<file path="src/sv/swhsr_pkg.sv">
// ----------------------------------------------------------------------------
// swhsr_pkg
// Types and constants shared by the single-wire sensor reader modules.
// ----------------------------------------------------------------------------
`default_nettype none

package swhsr_pkg;

  localparam int PULSE_COUNT_WIDTH = 16;
  localparam int DELAY_COUNT_WIDTH = 26;

  localparam int CFG_LONG_W  = 26;
  localparam int CFG_SHORT_W = 16;
  localparam int CFG_ATT_W   = 3;
  localparam int CFG_IDX_W   = 3;

  localparam int DCMP_W = (DELAY_COUNT_WIDTH > CFG_LONG_W) ? DELAY_COUNT_WIDTH : CFG_LONG_W;
  localparam int PCMP_W = (PULSE_COUNT_WIDTH > CFG_SHORT_W) ? PULSE_COUNT_WIDTH : CFG_SHORT_W;

  localparam logic [CFG_LONG_W-1:0]  RST_PRE_HIGH     = CFG_LONG_W'(250000);
  localparam logic [CFG_LONG_W-1:0]  RST_START_LOW    = CFG_LONG_W'(20000);
  localparam logic [CFG_SHORT_W-1:0] RST_RELEASE_HIGH = CFG_SHORT_W'(40);
  localparam logic [CFG_SHORT_W-1:0] RST_TIMEOUT      = CFG_SHORT_W'(120);
  localparam logic [CFG_LONG_W-1:0]  RST_RETRY_GAP    = CFG_LONG_W'(50000);
  localparam logic [CFG_ATT_W-1:0]   RST_MAX_ATTEMPTS = CFG_ATT_W'(3);

  localparam logic [1:0] ERR_NONE     = 2'd0;
  localparam logic [1:0] ERR_TIMEOUT  = 2'd1;
  localparam logic [1:0] ERR_CHECKSUM = 2'd2;

  typedef struct packed {
    logic [CFG_LONG_W-1:0]  pre_high_ticks;
    logic [CFG_LONG_W-1:0]  start_low_ticks;
    logic [CFG_SHORT_W-1:0] release_high_ticks;
    logic [CFG_SHORT_W-1:0] pulse_timeout_ticks;
    logic [CFG_LONG_W-1:0]  retry_gap_ticks;
    logic [CFG_ATT_W-1:0]   max_attempts;
  } cfg_t;

  typedef struct packed {
    logic       line_drive;
    logic       line_value;
    logic       busy_res;
    logic       done_res;
    logic       read_ok;
    logic [1:0] error_code;
    logic [7:0] humidity;
    logic [7:0] temperature;
  } res_t;

endpackage

`default_nettype wire

</file>
<file path="src/sv/swhsr_cfg.sv">
// ----------------------------------------------------------------------------
// swhsr_cfg
// Configuration register bank with plain indexed write port.
// ----------------------------------------------------------------------------
`default_nettype none

module swhsr_cfg (
  input  logic                                 clk_i,
  input  logic                                 rst_ni,
  input  logic                                 cfg_we_i,
  input  logic [swhsr_pkg::CFG_IDX_W-1:0]      cfg_idx_i,
  input  logic [swhsr_pkg::CFG_LONG_W-1:0]     cfg_wdata_i,
  output swhsr_pkg::cfg_t                      cfg_o
);
  import swhsr_pkg::*;

  localparam logic [CFG_IDX_W-1:0] IDX_PRE_HIGH     = CFG_IDX_W'(0);
  localparam logic [CFG_IDX_W-1:0] IDX_START_LOW    = CFG_IDX_W'(1);
  localparam logic [CFG_IDX_W-1:0] IDX_RELEASE_HIGH = CFG_IDX_W'(2);
  localparam logic [CFG_IDX_W-1:0] IDX_TIMEOUT      = CFG_IDX_W'(3);
  localparam logic [CFG_IDX_W-1:0] IDX_RETRY_GAP    = CFG_IDX_W'(4);
  localparam logic [CFG_IDX_W-1:0] IDX_MAX_ATTEMPTS = CFG_IDX_W'(5);

  cfg_t cfg_q;

  always_ff @(posedge clk_i or negedge rst_ni) begin
    if (!rst_ni) begin
      cfg_q.pre_high_ticks      <= RST_PRE_HIGH;
      cfg_q.start_low_ticks     <= RST_START_LOW;
      cfg_q.release_high_ticks  <= RST_RELEASE_HIGH;
      cfg_q.pulse_timeout_ticks <= RST_TIMEOUT;
      cfg_q.retry_gap_ticks     <= RST_RETRY_GAP;
      cfg_q.max_attempts        <= RST_MAX_ATTEMPTS;
    end else if (cfg_we_i) begin
      unique case (cfg_idx_i)
        IDX_PRE_HIGH:     cfg_q.pre_high_ticks      <= cfg_wdata_i;
        IDX_START_LOW:    cfg_q.start_low_ticks     <= cfg_wdata_i;
        IDX_RELEASE_HIGH: cfg_q.release_high_ticks  <= cfg_wdata_i[CFG_SHORT_W-1:0];
        IDX_TIMEOUT:      cfg_q.pulse_timeout_ticks <= cfg_wdata_i[CFG_SHORT_W-1:0];
        IDX_RETRY_GAP:    cfg_q.retry_gap_ticks     <= cfg_wdata_i;
        IDX_MAX_ATTEMPTS: cfg_q.max_attempts        <= cfg_wdata_i[CFG_ATT_W-1:0];
        default: begin
        end
      endcase
    end
  end

  assign cfg_o = cfg_q;

endmodule

`default_nettype wire

</file>
<file path="src/sv/swhsr_core.sv">
// ----------------------------------------------------------------------------
// swhsr_core
// Sequencer for start signaling, pulse timing, bit capture and retries.
// ----------------------------------------------------------------------------
`default_nettype none

module swhsr_core (
  input  logic            clk_i,
  input  logic            rst_ni,
  input  swhsr_pkg::cfg_t cfg_i,
  input  logic            step_i,
  input  logic            start_i,
  input  logic            level_i,
  output swhsr_pkg::res_t res_o
);
  import swhsr_pkg::*;

  localparam logic [3:0] PH_IDLE  = 4'd0;
  localparam logic [3:0] PH_PRE   = 4'd1;
  localparam logic [3:0] PH_STLOW = 4'd2;
  localparam logic [3:0] PH_REL   = 4'd3;
  localparam logic [3:0] PH_RLOW  = 4'd4;
  localparam logic [3:0] PH_RHIGH = 4'd5;
  localparam logic [3:0] PH_BLOW  = 4'd6;
  localparam logic [3:0] PH_BHIGH = 4'd7;
  localparam logic [3:0] PH_GAP   = 4'd8;

  localparam int         BITS_W    = 40;
  localparam logic [5:0] BIT_TOTAL = 6'd40;
  localparam logic [2:0] ATT_MAX   = 3'd7;

  logic [3:0]                   ph_q, ph_d;
  logic [DELAY_COUNT_WIDTH-1:0] dc_q, dc_d, dc_inc;
  logic [PULSE_COUNT_WIDTH-1:0] pc_q, pc_d, pc_inc;
  logic [PULSE_COUNT_WIDTH-1:0] slw_q, slw_d;
  logic [5:0]                   bc_q, bc_d, bc_inc;
  logic [BITS_W-1:0]            rb_q, rb_d, rb_new;
  logic [2:0]                   att_q, att_d, att_lim;
  logic [7:0]                   hum_q, hum_d, tmp_q, tmp_d;
  logic [1:0]                   lerr_q, lerr_d;

  logic [CFG_LONG_W-1:0] len;
  logic [3:0]            ent_p;
  logic                  ent_en;
  logic                  expect_hi;
  logic                  done, ok;
  logic [1:0]            err;
  logic [7:0]            csum;
  logic                  first_to;

  assign att_lim  = (cfg_i.max_attempts == '0) ? 3'd1 : cfg_i.max_attempts;
  assign dc_inc   = (dc_q == '1) ? dc_q : dc_q + 1'b1;
  assign pc_inc   = (pc_q == '1) ? pc_q : pc_q + 1'b1;
  assign bc_inc   = bc_q + 6'd1;
  assign rb_new   = {rb_q[BITS_W-2:0], (pc_q > slw_q)};
  assign csum     = rb_new[39:32] + rb_new[31:24] + rb_new[23:16] + rb_new[15:8];
  assign first_to = (cfg_i.pulse_timeout_ticks <= CFG_SHORT_W'(1));
  assign expect_hi = (ph_q == PH_RHIGH) || (ph_q == PH_BHIGH);

  always_comb begin
    unique case (ph_q)
      PH_PRE:   len = cfg_i.pre_high_ticks;
      PH_STLOW: len = cfg_i.start_low_ticks;
      PH_REL:   len = CFG_LONG_W'(cfg_i.release_high_ticks);
      default:  len = cfg_i.retry_gap_ticks;
    endcase
  end

  always_comb begin
    ph_d   = ph_q;
    dc_d   = dc_q;
    pc_d   = pc_q;
    slw_d  = slw_q;
    bc_d   = bc_q;
    rb_d   = rb_q;
    att_d  = att_q;
    hum_d  = hum_q;
    tmp_d  = tmp_q;
    lerr_d = lerr_q;
    done   = 1'b0;
    ok     = 1'b0;
    err    = ERR_NONE;
    ent_en = 1'b0;
    ent_p  = PH_IDLE;

    unique case (ph_q)
      PH_IDLE: begin
        if (start_i) begin
          att_d  = '0;
          lerr_d = ERR_NONE;
          ent_en = 1'b1;
          ent_p  = PH_PRE;
        end
      end
      PH_PRE, PH_STLOW, PH_REL, PH_GAP: begin
        dc_d = dc_inc;
        if (DCMP_W'(dc_inc) >= DCMP_W'(len)) begin
          unique case (ph_q)
            PH_PRE:   begin ent_en = 1'b1; ent_p = PH_STLOW; end
            PH_STLOW: begin ent_en = 1'b1; ent_p = PH_REL;   end
            PH_REL:   begin ent_en = 1'b1; ent_p = PH_RLOW;  end
            default: begin
              if (att_q >= att_lim) begin
                ph_d = PH_IDLE;
                done = 1'b1;
                err  = lerr_q;
              end else begin
                ent_en = 1'b1;
                ent_p  = PH_PRE;
              end
            end
          endcase
        end
      end
      PH_RLOW, PH_RHIGH, PH_BLOW, PH_BHIGH: begin
        if (level_i == expect_hi) begin
          pc_d = pc_inc;
          if (PCMP_W'(pc_inc) >= PCMP_W'(cfg_i.pulse_timeout_ticks)) begin
            lerr_d = ERR_TIMEOUT;
            ent_en = 1'b1;
            ent_p  = PH_GAP;
          end
        end else if (pc_q == '0) begin
          lerr_d = ERR_TIMEOUT;
          ent_en = 1'b1;
          ent_p  = PH_GAP;
        end else begin
          // pulse ended: this sample opens the next pulse
          pc_d = PULSE_COUNT_WIDTH'(1);
          unique case (ph_q)
            PH_RLOW:  ph_d = PH_RHIGH;
            PH_RHIGH: ph_d = PH_BLOW;
            PH_BLOW: begin
              ph_d  = PH_BHIGH;
              slw_d = pc_q;
            end
            default: begin
              ph_d = PH_BLOW;
              rb_d = rb_new;
              bc_d = bc_inc;
            end
          endcase
          if ((ph_q == PH_BHIGH) && (bc_inc >= BIT_TOTAL)) begin
            if (csum != rb_new[7:0]) begin
              lerr_d = ERR_CHECKSUM;
              ent_en = 1'b1;
              ent_p  = PH_GAP;
            end else begin
              hum_d  = rb_new[39:32];
              tmp_d  = rb_new[23:16];
              lerr_d = ERR_NONE;
              ph_d   = PH_IDLE;
              done   = 1'b1;
              ok     = 1'b1;
            end
          end else if (first_to) begin
            lerr_d = ERR_TIMEOUT;
            ent_en = 1'b1;
            ent_p  = PH_GAP;
          end
        end
        if (ent_en) begin
          att_d = (att_q == ATT_MAX) ? ATT_MAX : att_q + 3'd1;
        end
      end
      default: ph_d = PH_IDLE;
    endcase

    // phase entry, skipping zero-length phases in the same tick
    if (ent_en) begin
      dc_d = '0;
      if (ent_p == PH_GAP) begin
        if (cfg_i.retry_gap_ticks != '0) begin
          ph_d  = PH_GAP;
          ent_p = PH_IDLE;
        end else if (att_d >= att_lim) begin
          ph_d  = PH_IDLE;
          done  = 1'b1;
          err   = lerr_d;
          ent_p = PH_IDLE;
        end else begin
          ent_p = PH_PRE;
        end
      end
      if (ent_p == PH_PRE) begin
        if (cfg_i.pre_high_ticks != '0) begin
          ph_d  = PH_PRE;
          ent_p = PH_IDLE;
        end else begin
          ent_p = PH_STLOW;
        end
      end
      if (ent_p == PH_STLOW) begin
        if (cfg_i.start_low_ticks != '0) begin
          ph_d  = PH_STLOW;
          ent_p = PH_IDLE;
        end else begin
          ent_p = PH_REL;
        end
      end
      if (ent_p == PH_REL) begin
        if (cfg_i.release_high_ticks != '0) begin
          ph_d  = PH_REL;
          ent_p = PH_IDLE;
        end else begin
          ent_p = PH_RLOW;
        end
      end
      if (ent_p == PH_RLOW) begin
        ph_d  = PH_RLOW;
        pc_d  = '0;
        slw_d = '0;
        bc_d  = '0;
        rb_d  = '0;
      end
    end
  end

  always_ff @(posedge clk_i or negedge rst_ni) begin
    if (!rst_ni) begin
      ph_q   <= PH_IDLE;
      dc_q   <= '0;
      pc_q   <= '0;
      slw_q  <= '0;
      bc_q   <= '0;
      rb_q   <= '0;
      att_q  <= '0;
      hum_q  <= '0;
      tmp_q  <= '0;
      lerr_q <= ERR_NONE;
    end else if (step_i) begin
      ph_q   <= ph_d;
      dc_q   <= dc_d;
      pc_q   <= pc_d;
      slw_q  <= slw_d;
      bc_q   <= bc_d;
      rb_q   <= rb_d;
      att_q  <= att_d;
      hum_q  <= hum_d;
      tmp_q  <= tmp_d;
      lerr_q <= lerr_d;
    end
  end

  always_comb begin
    res_o.line_drive  = (ph_d == PH_PRE) || (ph_d == PH_STLOW) || (ph_d == PH_REL);
    res_o.line_value  = (ph_d == PH_PRE) || (ph_d == PH_REL);
    res_o.busy_res    = (ph_d != PH_IDLE);
    res_o.done_res    = done;
    res_o.read_ok     = done && ok;
    res_o.error_code  = done ? err : ERR_NONE;
    res_o.humidity    = hum_d;
    res_o.temperature = tmp_d;
  end

endmodule

`default_nettype wire

</file>
<file path="src/sv/single_wire_humidity_sensor_reader.sv">
// ----------------------------------------------------------------------------
// single_wire_humidity_sensor_reader
// Host side of a single-wire humidity/temperature sensor link.
// ----------------------------------------------------------------------------
// Each input item is one line sample tick; each yields exactly one result item
// with the line drive request, busy/done status and the last good reading.
// Throughput is one item per clock while the result side does not stall. An
// accepted item waits in the input register while the sequencer works on it,
// and its result is registered in the result register that drives the output.
// Stalls on the result side back up through both registers, dropping no item.
// Configure only while the block is idle.
`default_nettype none

module single_wire_humidity_sensor_reader (
  input  logic                             clk_i,
  input  logic                             rst_ni,
  input  logic                             cfg_we_i,
  input  logic [swhsr_pkg::CFG_IDX_W-1:0]  cfg_idx_i,
  input  logic [swhsr_pkg::CFG_LONG_W-1:0] cfg_wdata_i,
  input  logic                             in_valid_i,
  output logic                             in_ready_o,
  input  logic                             start_req_i,
  input  logic                             line_level_i,
  output logic                             out_valid_o,
  input  logic                             out_ready_i,
  output logic                             line_drive_o,
  output logic                             line_value_o,
  output logic                             busy_res_o,
  output logic                             done_res_o,
  output logic                             read_ok_o,
  output logic [1:0]                       error_code_o,
  output logic [7:0]                       humidity_o,
  output logic [7:0]                       temperature_o
);
  import swhsr_pkg::*;

  cfg_t cfg;
  res_t res;
  res_t res_q;

  logic s1_valid_q;
  logic s1_start_q;
  logic s1_level_q;
  logic out_valid_q;
  logic adv;

  assign adv        = s1_valid_q && (!out_valid_q || out_ready_i);
  assign in_ready_o = !s1_valid_q || adv;

  swhsr_cfg u_cfg (
    .clk_i       (clk_i),
    .rst_ni      (rst_ni),
    .cfg_we_i    (cfg_we_i),
    .cfg_idx_i   (cfg_idx_i),
    .cfg_wdata_i (cfg_wdata_i),
    .cfg_o       (cfg)
  );

  swhsr_core u_core (
    .clk_i   (clk_i),
    .rst_ni  (rst_ni),
    .cfg_i   (cfg),
    .step_i  (adv),
    .start_i (s1_start_q),
    .level_i (s1_level_q),
    .res_o   (res)
  );

  always_ff @(posedge clk_i or negedge rst_ni) begin
    if (!rst_ni) begin
      s1_valid_q  <= 1'b0;
      out_valid_q <= 1'b0;
    end else begin
      if (in_valid_i && in_ready_o) begin
        s1_valid_q <= 1'b1;
      end else if (adv) begin
        s1_valid_q <= 1'b0;
      end
      if (adv) begin
        out_valid_q <= 1'b1;
      end else if (out_ready_i) begin
        out_valid_q <= 1'b0;
      end
    end
  end

  always_ff @(posedge clk_i) begin
    if (in_valid_i && in_ready_o) begin
      s1_start_q <= start_req_i;
      s1_level_q <= line_level_i;
    end
    if (adv) begin
      res_q <= res;
    end
  end

  assign out_valid_o   = out_valid_q;
  assign line_drive_o  = res_q.line_drive;
  assign line_value_o  = res_q.line_value;
  assign busy_res_o    = res_q.busy_res;
  assign done_res_o    = res_q.done_res;
  assign read_ok_o     = res_q.read_ok;
  assign error_code_o  = res_q.error_code;
  assign humidity_o    = res_q.humidity;
  assign temperature_o = res_q.temperature;

endmodule

`default_nettype wire

</file>
<file path="config.mk">
export PLATFORM = sky130hd
export DESIGN_NAME = single_wire_humidity_sensor_reader
export DESIGN_NICKNAME = d
export VERILOG_FILES = /design/src/sv/swhsr_pkg.sv /design/src/sv/swhsr_cfg.sv /design/src/sv/swhsr_core.sv /design/src/sv/single_wire_humidity_sensor_reader.sv
export SDC_FILE = /design/constraint.sdc
export NUM_CORES = 1
export LEC_CHECK = 0
export BUFFER_PORTS_ARGS = -buffer_cell sky130_fd_sc_hd__buf_2
export CAP_MARGIN = 40
export CORE_MARGIN = 4
export CORE_UTILIZATION = 60
export CTS_BUF_LIST = sky130_fd_sc_hd__clkbuf_8
export DETAILED_ROUTE_END_ITERATION = 12
export PLACE_DENSITY = 0.87
export SETUP_SLACK_MARGIN = 0.2
export SLEW_MARGIN = 30
export SYNTH_ARGS = -nofsm -noshare
export SYNTH_HDL_FRONTEND = slang
export SYNTH_SLANG_ARGS = --single-unit
</file>
<file path="constraint.sdc">
create_clock -name clk_i -period 8.93 [get_ports clk_i]
set_input_delay 0.4465 -clock clk_i [delete_from_list [all_inputs] [get_ports clk_i]]
set_output_delay 0.4465 -clock clk_i [all_outputs]
set_load 0.02 [all_outputs]
</file>
==> results.cfg <==
[status]
run_status = complete, no violations

[detailed_routing]
detail_route.drc_violations = 0
antenna_violating_nets_post_route = 0
num_vias = 12020
drt_pre_antenna_iters = 6
routed_wirelength_mm = 37.50
detail_route.wl_per_cell_um = 19.76
vias_per_inst = 6.334
drt-initial-drc-count = 1104

[finish]
final_cell_count_no_fill = 1898
number_of_nets_in_the_final_layout = 1663
post_route_cells_drive_above_1_share_pct = 19.83
fill_cells = 1778
synthToLayoutAreaGrowth_pct = 10.79
final_cell_area_sq_mm = 0.01676

[synth]
synth.ff_latch_count = 268
async_reset_ff_share_pct = 90.67
syn_nets = 1600
synthTopCellsByArea = sky130_fd_sc_hd__dfrtp_1 (36%), sky130_fd_sc_hd__mux2_2 (8.5%), sky130_fd_sc_hd__ha_1 (6.4%)
netlist-cell-type-count = 75
postSynthAreaPerCell_sq_um = 10.27
synthesis.yosys.warnings = 0
synth_area_leader_cell = sky130_fd_sc_hd__dfrtp_1
yosysTopAreaCellShare_pct = 35.90
synth_edf_count = 25
synth_seq_area_share_pct = 45.38
synth_area_sq_mm = 0.01513
synthesized_instance_count = 1473
synth-main-ff-cell = sky130_fd_sc_hd__dfrtp_1

[grt]
largest_net_degree_at_the_start_of_global_routing = 104
antenna_found_initial = 1
grt_pass1_vias = 12170
grt_overflow_total = 0
groute.usage.overall_pct = 26.50
wire_length_of_the_first_global_routing_pass_mm = 61.40

[hold_path]
timing.hold.worst_endpoint = s1_level_q$_DFFE_PP_
worst_hold_path.num_cells = 1
hold_class = in -> reg
worst_hold_startpoint = line_level_i

[timing]
slew_headroom_pct = 45.33
rsz_0062_raised_after_global_routing = yes
number_of_hold_violations_in_the_final_report = 0
final_cycle_utilization_of_the_critical_path_pct = 89.40
fin_worst_skew_ps = 22.49
final_critical_path_setup_slack_ps = 946.5
setup_viol = 0
slew_of_the_pin_with_the_lowest_slew_margin_ps = 820.0
fmaxAchievable_mhz = 125.3
fin_setup_tns_ps = 0
finalCriticalPeriod_ps = 7984
report.final.slew_viol_count = 0

[power_and_ir_drop]
power_density_mw_per_mm2 = 237.0
p_leak_uw = 0.007552
vdd_ir_drop_max_v = 0.0001192
fin_total_pwr_uw = 3971

[setup_path]
timing.reg2reg.worst_path_depth = 29
worst_r2r_startpoint = u_core.pc_q[3]$_DFFE_PN0P_
critical_path.reg2reg.endpoint = u_core.rb_q[17]$_DFFE_PN0P_
timing.critical_path.arrival_ps = 8430
crit_required_ps = 9380
cp_max_fo = 40
worst_setup_slack_for_register_to_register_paths_ps = 950
timing.critical_path.from_type = flip-flop
critical_path_sink_type = flip-flop
critical_path.startpoint = u_core.pc_q[3]$_DFFE_PN0P_
critPathSlowestCell = sky130_fd_sc_hd__or4_1
cpPeakStageDelay_ps = 600
criticalPathCategory = reg -> reg

[floorplan]
row_count = 57
boundaryPins = 61
floorplan.initialDensity_pct = 61.66
die_boundary_height_um = 166.8
die-width_um = 166.8
area_enclosed_by_the_die_boundary_sq_mm = 0.02782
core_sq_mm = 0.02453

[place]
place_inst = 1807
pre_cts_slack_ps = 977.9
dp.final_hpwl_mm = 25.51
gpl.final_weighted_congestion = 0.9085
placement.io_buffers = 60
post_dp_cell_area_sq_mm = 0.01579

[cts]
post_cts.repair.setup_buffers = 0
cts_buf_count = 45
h_tree_depth = 2
cts_root_buf = sky130_fd_sc_hd__clkbuf_8
clock_insertion_delay_at_the_later_pin_of_the_skew_report_ps = 580
tritoncts = yes
cts_num_sinks = 268
clk_pin_slew_ps = 60
clock_tree.buffer_depth = 3

[run]
maxCapViolCount = 0
-- logic make-up after synthesis --
logic type | after synthesis | share of synthesized area [%]
buf+inv | 146 | 3.730
flops | 268 | 45.38
compound gates | 318 | 15.01
fa+ha+maj | 91 | 8.222
simple gates | 470 | 15.01
xor+xnor | 47 | 2.903
mux | 133 | 9.744
-- worst max path at each step --
| stage | slack, ps | cells past startpoint | endpoint |
|---|---|---|---|
| CTS | 910 | 29 | u_core.rb_q[0]$_DFFE_PN0P_ |
| detailed placement | 980 | 29 | u_core.rb_q[0]$_DFFE_PN0P_ |
| global placement | 1060 | 28 | u_core.slw_q[5]$_DFFE_PN0P_ |
| finish | 950 | 29 | u_core.rb_q[17]$_DFFE_PN0P_ |
| global route | 200 | 29 | u_core.rb_q[0]$_DFFE_PN0P_ |
| floorplan | 2110 | 31 | u_core.slw_q[13]$_DFFE_PN0P_ |
-- power breakdown --
part	internal (uW)	switching, uW
logic	522	755
registers	1420	182
clock network	580	512
-- layout by cell type, fill, tap and decap left out, drive strengths merged, types with 17 or more instances in the layout --
cell and count:
a21oi 69, a22o 61, and3 17, buf 84, clkbuf 55, dfrtp 217
dfstp 26, edfxtp 25, ha 77, inv 96, mux2 114, mux2i 19
nand2 193, nand2b 29, nand3 25, nand4 25, nor2 78, nor4 33
o21ai 59, o221ai 17, xnor2 23, xor2 22
-- synth_stat cells, types with 4 or more instances --
cell / n
sky130_fd_sc_hd__buf_1: 7
sky130_fd_sc_hd__a222oi_1: 10
sky130_fd_sc_hd__xnor2_1: 23
sky130_fd_sc_hd__fa_1: 14
sky130_fd_sc_hd__a211oi_1: 5
sky130_fd_sc_hd__xor2_1: 22
sky130_fd_sc_hd__o21ai_1: 19
sky130_fd_sc_hd__nand2b_1: 29
sky130_fd_sc_hd__nor2_1: 78
sky130_fd_sc_hd__and2_1: 10
sky130_fd_sc_hd__nor4_1: 33
sky130_fd_sc_hd__nor3_1: 15
sky130_fd_sc_hd__nand4_1: 25
sky130_fd_sc_hd__o21ai_0: 40
sky130_fd_sc_hd__mux2_2: 114
sky130_fd_sc_hd__mux2i_1: 19
sky130_fd_sc_hd__dfrtp_1: 217
sky130_fd_sc_hd__inv_1: 74
sky130_fd_sc_hd__o31ai_1: 14
sky130_fd_sc_hd__a22o_1: 61
sky130_fd_sc_hd__and4_1: 10
sky130_fd_sc_hd__ha_1: 77
sky130_fd_sc_hd__nand2_1: 193
sky130_fd_sc_hd__nand3b_1: 4
sky130_fd_sc_hd__a21oi_1: 68
sky130_fd_sc_hd__o211ai_1: 7
sky130_fd_sc_hd__dfstp_2: 26
sky130_fd_sc_hd__o22ai_1: 4
sky130_fd_sc_hd__a31oi_1: 11
sky130_fd_sc_hd__nor2b_1: 8
sky130_fd_sc_hd__and3_1: 17
sky130_fd_sc_hd__buf_2: 13
sky130_fd_sc_hd__or2_2: 6
sky130_fd_sc_hd__nand3_1: 25
sky130_fd_sc_hd__a21o_1: 9
sky130_fd_sc_hd__o21a_1: 6
sky130_fd_sc_hd__edfxtp_1: 25
sky130_fd_sc_hd__o2bb2ai_1: 12
sky130_fd_sc_hd__clkbuf_1: 51
sky130_fd_sc_hd__o221ai_1: 17
-- per-layer routing --
metal	vias up	global-route usage [%]	share of wire (%)
li1	5500	-	-
met3	136	4.266	6.5
met1	5875	34.21	40
met2	511	44.33	49
met5	-	0	0
met4	0	11.95	4.5
-- cell type report --
| cell class | count | area (sq um) | share of cell area (%) |
|---|---|---|---|
| Antenna cell | 1 | 2.502 | 0.01493 |
| Clock buffer | 54 | 743.2 | 4.435 |
| Clock inverter | 30 | 157.7 | 0.9407 |
| Inverter | 75 | 281.5 | 1.680 |
| Multi-Input combinational cell | 1059 | 7741 | 46.19 |
| Sequential cell | 268 | 6865 | 40.97 |
| Tap cell | 324 | 405.4 | 2.419 |
| Timing Repair Buffer | 87 | 561.8 | 3.352 |
-- worst max-delay path, delay by kind of cell (launching register included) --
family	cells	cell delay [ps]
AO/OA/AOI/OAI	15	3640
adder cells (fa/ha/maj)	2	560
buffers and inverters	2	300
flip-flops	1	560
AND/OR/NAND/NOR	10	2760
-- through the flow --
step	utilization [%]	hold slack, ps
global placement	64.11	456.2
global route	68.31	34.38
detailed placement	64.35	461.7
finish	68.31	59.29
floorplan	-	150.9
CTS	68.06	29.94
-- what timing repair did --
item                                    4_1_cts  5_1_grt
hold buffers                                  1        0
endpoints found under the setup margin        0       65
gates resized for setup                       0        2
hold endpoints to repair                     85        0
-- state kept, by name, summed over array words and instances (netlist names), 2 cells and up --
name           cells
error_code_o       2
u_core.pc_q       16
u_core.rb_q       39
u_core.ph_q        4
u_cfg.cfg_o      113
u_core.bc_q        6
u_core.tmp_q       8
u_core.hum_q       8
u_core.slw_q      16
u_core.dc_q       26
u_core.att_q       3
humidity_o         8
temperature_o      8
u_core.lerr_q      2
No activity file was read; power rests on OpenSTA's default activity.
